<file path="src/design/bb3_pkg.sv">
package bb3_pkg;

  // Default line store depth (largest frame width supported).
  localparam int unsigned MAX_WIDTH_DEF = 1024;

  // Field widths.
  localparam int unsigned CH_W  = 8;
  localparam int unsigned PIX_W = 3 * CH_W;
  localparam int unsigned FW_W  = 11;
  localparam int unsigned FH_W  = 16;
  localparam int unsigned CFG_W = 16;

  // Neighbor count and rounding arithmetic.
  // The rounded mean is floor((2*sum + count) / (2*count)), done as a
  // multiply by a rounded-up reciprocal of 2*count scaled by 2^RECIP_SHIFT.
  localparam int unsigned CNT_W       = 4;
  localparam int unsigned SUM_W       = 12;
  localparam int unsigned NUM_W       = 13;
  localparam int unsigned RECIP_W     = 20;
  localparam int unsigned RECIP_SHIFT = 20;

  // Register reset values.
  localparam logic [FW_W-1:0] WIDTH_RESET  = 11'd1024;
  localparam logic [FH_W-1:0] HEIGHT_RESET = 16'd480;

  // Configuration register indexes.
  localparam logic REG_WIDTH  = 1'b0;
  localparam logic REG_HEIGHT = 1'b1;

  // Item kinds carried on the input tuser.
  typedef enum logic {
    OP_PIXEL = 1'b0,
    OP_DRAIN = 1'b1
  } op_t;

  // Sequencer states.
  typedef enum logic [2:0] {
    ST_IDLE,
    ST_READ,
    ST_CALC,
    ST_MUL,
    ST_EMIT
  } state_t;

  // Neighborhood selection shared by all color lanes.
  // Bit 0 of col_en is the left column, bit 0 of row_en the top row.
  typedef struct packed {
    logic [2:0]         col_en;
    logic [2:0]         row_en;
    logic [CNT_W-1:0]   count;
    logic [RECIP_W-1:0] recip;
  } lane_ctl_t;

  // Number of in-frame neighbors from the column and row enables.
  function automatic logic [CNT_W-1:0] count_of(logic [2:0] col_en, logic [2:0] row_en);
    logic [1:0] nc;
    logic [1:0] nr;
    nc = 2'(col_en[0]) + 2'(col_en[1]) + 2'(col_en[2]);
    nr = 2'(row_en[0]) + 2'(row_en[1]) + 2'(row_en[2]);
    return CNT_W'(nc) * CNT_W'(nr);
  endfunction

  // ceil(2^RECIP_SHIFT / (2*count)); exact floor for numerators below 2^NUM_W.
  function automatic logic [RECIP_W-1:0] recip_of(logic [CNT_W-1:0] count);
    logic [RECIP_W-1:0] r;
    case (count)
      4'd1:    r = 20'd524288;
      4'd2:    r = 20'd262144;
      4'd3:    r = 20'd174763;
      4'd4:    r = 20'd131072;
      4'd6:    r = 20'd87382;
      4'd9:    r = 20'd58255;
      default: r = '0;
    endcase
    return r;
  endfunction

endpackage

</file>
<file path="src/design/bb3_lane.sv">
module bb3_lane (
  input  logic                                   clk,
  input  logic [2:0][2:0][bb3_pkg::CH_W-1:0]     win,
  input  bb3_pkg::lane_ctl_t                     ctl,
  output logic [bb3_pkg::CH_W-1:0]               mean
);

  logic [bb3_pkg::SUM_W-1:0]                     sum;
  logic [bb3_pkg::NUM_W-1:0]                     num;
  logic [bb3_pkg::NUM_W-1:0]                     num_q;
  logic [bb3_pkg::RECIP_W-1:0]                   recip_q;
  logic [bb3_pkg::NUM_W+bb3_pkg::RECIP_W-1:0]    prod;

  // Sum of the in-frame neighbors of one color channel.
  always_comb begin
    sum = '0;
    for (int i = 0; i < 3; i++) begin
      for (int j = 0; j < 3; j++) begin
        if (ctl.col_en[i] && ctl.row_en[j]) begin
          sum = sum + bb3_pkg::SUM_W'(win[i][j]);
        end
      end
    end
  end

  // Rounding numerator 2*sum + count.
  assign num = {sum, 1'b0} + bb3_pkg::NUM_W'(ctl.count);

  // Stage one: numerator and reciprocal.
  always_ff @(posedge clk) begin
    num_q   <= num;
    recip_q <= ctl.recip;
  end

  assign prod = (bb3_pkg::NUM_W + bb3_pkg::RECIP_W)'(num_q)
              * (bb3_pkg::NUM_W + bb3_pkg::RECIP_W)'(recip_q);

  // Stage two: quotient by reciprocal multiply.
  always_ff @(posedge clk) begin
    mean <= prod[bb3_pkg::RECIP_SHIFT +: bb3_pkg::CH_W];
  end

endmodule

</file>
<file path="config.mk">
export PLATFORM = sky130hd
export DESIGN_NAME = bb3_lane
export DESIGN_NICKNAME = d
export VERILOG_FILES = /design/src/design/bb3_pkg.sv /design/src/design/bb3_lane.sv
export SDC_FILE = /design/constraint.sdc
export NUM_CORES = 1
export LEC_CHECK = 0
export ABC_AREA = 1
export BUFFER_PORTS_ARGS = -buffer_cell sky130_fd_sc_hd__buf_4
export CORE_ASPECT_RATIO = 0.5
export CORE_MARGIN = 2
export CORE_UTILIZATION = 50
export CTS_CLUSTER_SIZE = 8
export DETAILED_ROUTE_END_ITERATION = 8
export PLACE_DENSITY_LB_ADDON = 0.3
export SLEW_MARGIN = 20
export SYNTH_ARGS = -nofsm -noshare
export SYNTH_HDL_FRONTEND = slang
export SYNTH_SLANG_ARGS = --single-unit
export TNS_END_PERCENT = 5
</file>
<file path="constraint.sdc">
create_clock -name clk -period 10.1 [get_ports clk]
set_input_delay 0 -clock clk [delete_from_list [all_inputs] [get_ports clk]]
set_output_delay 0 -clock clk [all_outputs]
set_load 0.1 [all_outputs]
</file>
# Word-level counts from Yosys, hierarchy flattened
# Cells that the tools add are included.
# word_totals
in_bits,103
ff_bits,41
# classes
add_sub_neg,9
n_mux,9
n_reduce_logical,9
mul,1
# op_table
cell,count
adder 12 x 8 -> 12 bit,8
2-to-1 mux 12 bit,8
multiplier 13 x 20 -> 28 bit,1
adder 13 x 4 -> 13 bit,1
logical AND 1 bit,9
2-to-1 mux 8 bit,1

# Logic depth before layout (Yosys ltp)
# depth
word_depth,19
ltp_mapped,66
mapped_depth_nobuf,66

# Worst setup path before layout
# No wires, ideal clock.
# synth_path
path_type,input-to-reg
start,input ctl[27] in the netlist's numbering
end,register num_q[11] in the netlist's numbering
arrival_time_ns,7.838
path_stages,63
path_buffers,0
required_ns,9.981
setup_slack_ns,2.143
setup_ns,0.119
path_cell_list,nand2_1 nor2_1 ha_1 inv_1 fa_1 inv_1 nand2_1 nand2_1 o22ai_1 ha_1 a21oi_1 nand2_1 xnor2_1 nand2_1 nand2_1 inv_1 ha_1 a21oi_1 (+27 left out) xor2_1 nand2_1 nand2_1 ha_1 inv_1 nor2_1 nor2_1 o21ai_0 inv_1 nor2_1 nor2_1 nor2_1 nand3_2 xor2_2 inv_2 nand2_1 o21ai_0 nand2_1
# synth_via
elab_chain_cells,19
# synth_rtl
item,line,source
start: declaration,bb3_lane.sv:4,"input bb3_pkg::lane_ctl_t ctl,"
logical AND 1 bit,bb3_lane.sv:19,if (ctl.col_en[i] && ctl.row_en[j]) begin
2-to-1 mux 8 bit,bb3_lane.sv:19,
adder 12 x 8 -> 12 bit,bb3_lane.sv:20,sum = sum + bb3_pkg::SUM_W'(win[i][j]);
2-to-1 mux 12 bit,bb3_lane.sv:19,
adder 12 x 8 -> 12 bit,bb3_lane.sv:20,
2-to-1 mux 12 bit (*),bb3_lane.sv:19,
adder 12 x 8 -> 12 bit,bb3_lane.sv:20,
2-to-1 mux 12 bit (*),bb3_lane.sv:19,
(+4 left out),n/a,
adder 12 x 8 -> 12 bit,bb3_lane.sv:20,
2-to-1 mux 12 bit (*),bb3_lane.sv:19,
adder 12 x 8 -> 12 bit,bb3_lane.sv:20,
2-to-1 mux 12 bit (*),bb3_lane.sv:19,
adder 12 x 8 -> 12 bit,bb3_lane.sv:20,
2-to-1 mux 12 bit (*),bb3_lane.sv:19,
adder 13 x 4 -> 13 bit (*),bb3_lane.sv:27,"assign num = {sum, 1'b0} + bb3_pkg::NUM_W'(ctl.count);"
"named net num, one bit",bb3_lane.sv:9,logic [bb3_pkg::NUM_W-1:0] num;
end signal: assignment,bb3_lane.sv:31,num_q <= num;
end: declaration,bb3_lane.sv:10,logic [bb3_pkg::NUM_W-1:0] num_q;
# Mark *: on every way through the listed nets, which the timed path passes. The rest lies on a longest branch.

# Final worst setup path
# Ends and elaborated chain as after synthesis.

==> out/metrics.csv <==
stage,metric,value,unit
floorplan,die_h,116,µm
route,count_of_unresolved_drc_violations_after_routing,0,
setup_path,worst_r2r_path_depth,21,
logic_synthesis,synthTopCellsByCount,"sky130_fd_sc_hd__nand2_1, sky130_fd_sc_hd__inv_1, sky130_fd_sc_hd__fa_1",
setup_path,reg2reg_to,mean[6],
layout,multi_input_area,9990,µm²
layout,fillers,2374,
clock_network,postCtsSetupBuffers,0,
logic_synthesis,syn-num-nets,2180,
placed_design,final_replace_weighted_congestion,0.961,
min_path,holdCritPathClass,in2reg,
logic_synthesis,ffs_w_async_s_r_synth,0,
setup_path,critical_path.startpoint,ctl[27],
layout,ff_latch_area,821,µm²
sta,timing.final.crit_share,0.856,
setup_path,timing.critical_path.from_type,input pin,
clock_network,h-tree-depth,2,
logic_synthesis,yosys.area.top_type_share,0.315,
sta,worst_slew_pin_slew,876,ps
route,routed_wire_length_per_instance,13.9,µm
logic_synthesis,syn_inst,1759,
floorplan,floorplan.rows,40,
logic_synthesis,synth.largest_area_cell,sky130_fd_sc_hd__fa_1,
global_routing,pin_count_of_the_biggest_net_entering_global_routing,21,
setup_path,worstSetupEndpoint,num_q[11],
clock_network,cts_root_buf,sky130_fd_sc_hd__clkbuf_16,
sta,timing.fmax,116,MHz
layout,syn2layout_area_growth,11.9,%
sta,timing.final.crit_period,8640,ps
global_routing,number_of_global_route_vias_before_repair,11104,
route,drt_wl_total,30.6,mm
logic_synthesis,synth_top_cells_by_area,"sky130_fd_sc_hd__fa_1, sky130_fd_sc_hd__nand2_1, sky130_fd_sc_hd__inv_1",
placed_design,port_buffers,110,
route,num_vias,10831,
layout,final_cell_count_no_fill,2192,
clock_network,numCtsBuffers,5,
logic_synthesis,synth.yosys.warnings,0,
global_routing,gr-usage-all-layers,0.245,
placed_design,dpl.cell_count,2161,
logic_synthesis,synthDistinctLibCells,48,
sta,clock_skew,9.71,ps
sta,fin_tns_setup,0,ps
setup_path,startpoint_of_the_worst_register_to_register_path,recip_q[8],
sta,max-slew-margin-rel,0.415,
setup_path,cp_max_fo,7,
setup_path,timing.critical_path.required,10300,ps
route,drt_iter0_drc,520,
clock_network,cts_tree,done,
layout,final_antenna_diode_count,0,
sta,final-setup-viol-count,0,
sta,finalHoldViolations,0,
floorplan,count_of_boundary_i_o_pins,111,
logic_synthesis,synthesis.area,12600,µm²
route,detail-route-antenna-nets,0,
setup_path,cp_data_arrival_time,8840,ps
clock_network,numClockSinks,41,
layout,final_core_utilization,0.578,
clock_network,clkSlewWorstSetupHoldPaths,70,ps
layout,num-nets-final,2276,
setup_path,reg2reg_setup_slack,4050,ps
layout,final_design_area_no_fill,14100,µm²
sta,slew_viol_final,0,
route,via_per_inst,4.94,
layout,drive_above_1_share,0.112,
status,status,completed,
floorplan,start_util,0.517,
placed_design,dpl-instance-area,13700,µm²
setup_path,worst_path_largest_cell_delay,360,ps
logic_synthesis,synth.avg_cell_area,7.16,µm²
global_routing,wire_length_of_the_first_global_routing_pass,52.2,mm
logic_synthesis,synth.yosys.seq_area_share,0.0652,
setup_path,timing.critical_path.slowest_stage_cell,sky130_fd_sc_hd__fa_1,
logic_synthesis,postSynth.topFlopCell,sky130_fd_sc_hd__dfxtp_1,
placed_design,hpwlAfterDp,24.7,mm
clock_network,worstSkewPairLatency,300,ps
setup_path,timing_worst_setup_path_type,in2reg,
logic_synthesis,yosys.cell_count.top_type,sky130_fd_sc_hd__nand2_1,
setup_path,critPathCaptureType,flip-flop,
clock_network,ctsLongestPathBuffers,2,
route,firstDrtPassIters,5,
sta,grt_setup_unrepaired,no,
global_routing,grt.overflow.total,0,
global_routing,grt_antenna_before_repair,0,
floorplan,design.core.area,24400,µm²
setup_path,crit_top_cell,sky130_fd_sc_hd__nand2_1,
floorplan,die-area,26500,µm²
job,cap_violations,0,
logic_synthesis,post_synth_edffs,0,
floorplan,die_w,228,µm
logic_synthesis,ys_seq_elements,41,
per-layer routing:
layer | track usage | wire, µm | vias up
met3 | 0.0354 | 1840 | 61
met1 | 0.292 | 12800 | 5039
li1 | - | - | 5437
met2 | 0.459 | 15100 | 294
met4 | 0.0880 | 808 | 0
met5 | 0 | 0 | -
layout by cell type, fill, tap and decap left out, types with 5 or more instances in the layout:
master and count:
sky130_fd_sc_hd__nand4_1 15, sky130_fd_sc_hd__nand3b_1 5, sky130_fd_sc_hd__xor2_1 31, sky130_fd_sc_hd__buf_4 119, sky130_fd_sc_hd__nand2_4 13, sky130_fd_sc_hd__dfxtp_1 41
sky130_fd_sc_hd__inv_1 411, sky130_fd_sc_hd__nand3_4 6, sky130_fd_sc_hd__nand2_2 25, sky130_fd_sc_hd__ha_1 120, sky130_fd_sc_hd__and2_1 11, sky130_fd_sc_hd__o21ai_0 41
sky130_fd_sc_hd__o21ai_1 6, sky130_fd_sc_hd__nor2_1 60, sky130_fd_sc_hd__a31oi_1 12, sky130_fd_sc_hd__nor3_1 7, sky130_fd_sc_hd__nand3_2 7, sky130_fd_sc_hd__xnor2_1 13
sky130_fd_sc_hd__nand3_1 65, sky130_fd_sc_hd__dlygate4sd3_1 23, sky130_fd_sc_hd__fa_1 198, sky130_fd_sc_hd__clkbuf_16 5, sky130_fd_sc_hd__nand2_1 502, sky130_fd_sc_hd__a21oi_1 57
sky130_fd_sc_hd__inv_2 7, sky130_fd_sc_hd__a21o_1 5, sky130_fd_sc_hd__or2_2 11
how the worst min path moves through the flow:
stage | end | cells past startpoint | start | slack, ps
4_1_cts | num_q[3] | 3 | ctl[23] | 90
3_3_place_gp | recip_q[10] | 1 | ctl[10] | 100
6_report | num_q[3] | 3 | ctl[23] | 90
2_1_floorplan | num_q[0] | 0 | ctl[20] | 30
5_1_grt | num_q[3] | 3 | ctl[23] | 110
3_5_place_dp | recip_q[16] | 1 | ctl[16] | 110
timing repair:
action                                  in CTS  in global routing
gates resized for setup                      0                  0
endpoints found under the setup margin       0                  0
hold buffers                                23                  0
hold endpoints to repair                    23                  0
kinds of logic (layout without fill, tap and decap cells):
logic type                 count (synthesis)  count (layout)  share of synthesized area
AOI/OAI and AO/OA                        145             145                     0.0653
buffers and inverters                    473             570                      0.141
xor gates and xnor gates                  45              45                     0.0319
adders and majority gates                318             318                      0.434
and+or+nand+nor                          737             737                      0.262
DFF                                       41              41                     0.0652
cell type report:
cell class	instances	area share
Sequential cell	41	0.0583
Inverter	420	0.112
Clock buffer	5	0.00888
Multi-Input combinational cell	1245	0.709
Clock inverter	3	0.00204
Timing Repair Buffer	142	0.0798
Tap cell	336	0.0298
sequential cells by signal, indices dropped and copies added (netlist names):
signal and count:
recip_q 20, num_q 13, mean 8
through the flow:
stage          setup slack [ps]  hold slack (ps)
6_report                   1460             90.2
5_1_grt                     453              110
4_1_cts                    1500             89.8
3_5_place_dp               1200              106
3_3_place_gp               1470              104
2_1_floorplan              2140             27.7
critical path, delay by kind of cell:
kind                     cells  cell delay [ps]
AO/OA/AOI/OAI               10             1520
XOR/XNOR                     4              620
buffers and inverters       15              900
adder cells (fa/ha/maj)      9             2780
AND/OR/NAND/NOR             26             2960
Power is left out: the tool's default activity adds up to more than one toggle a clock period on the data nets, which glitch-free logic cannot reach.
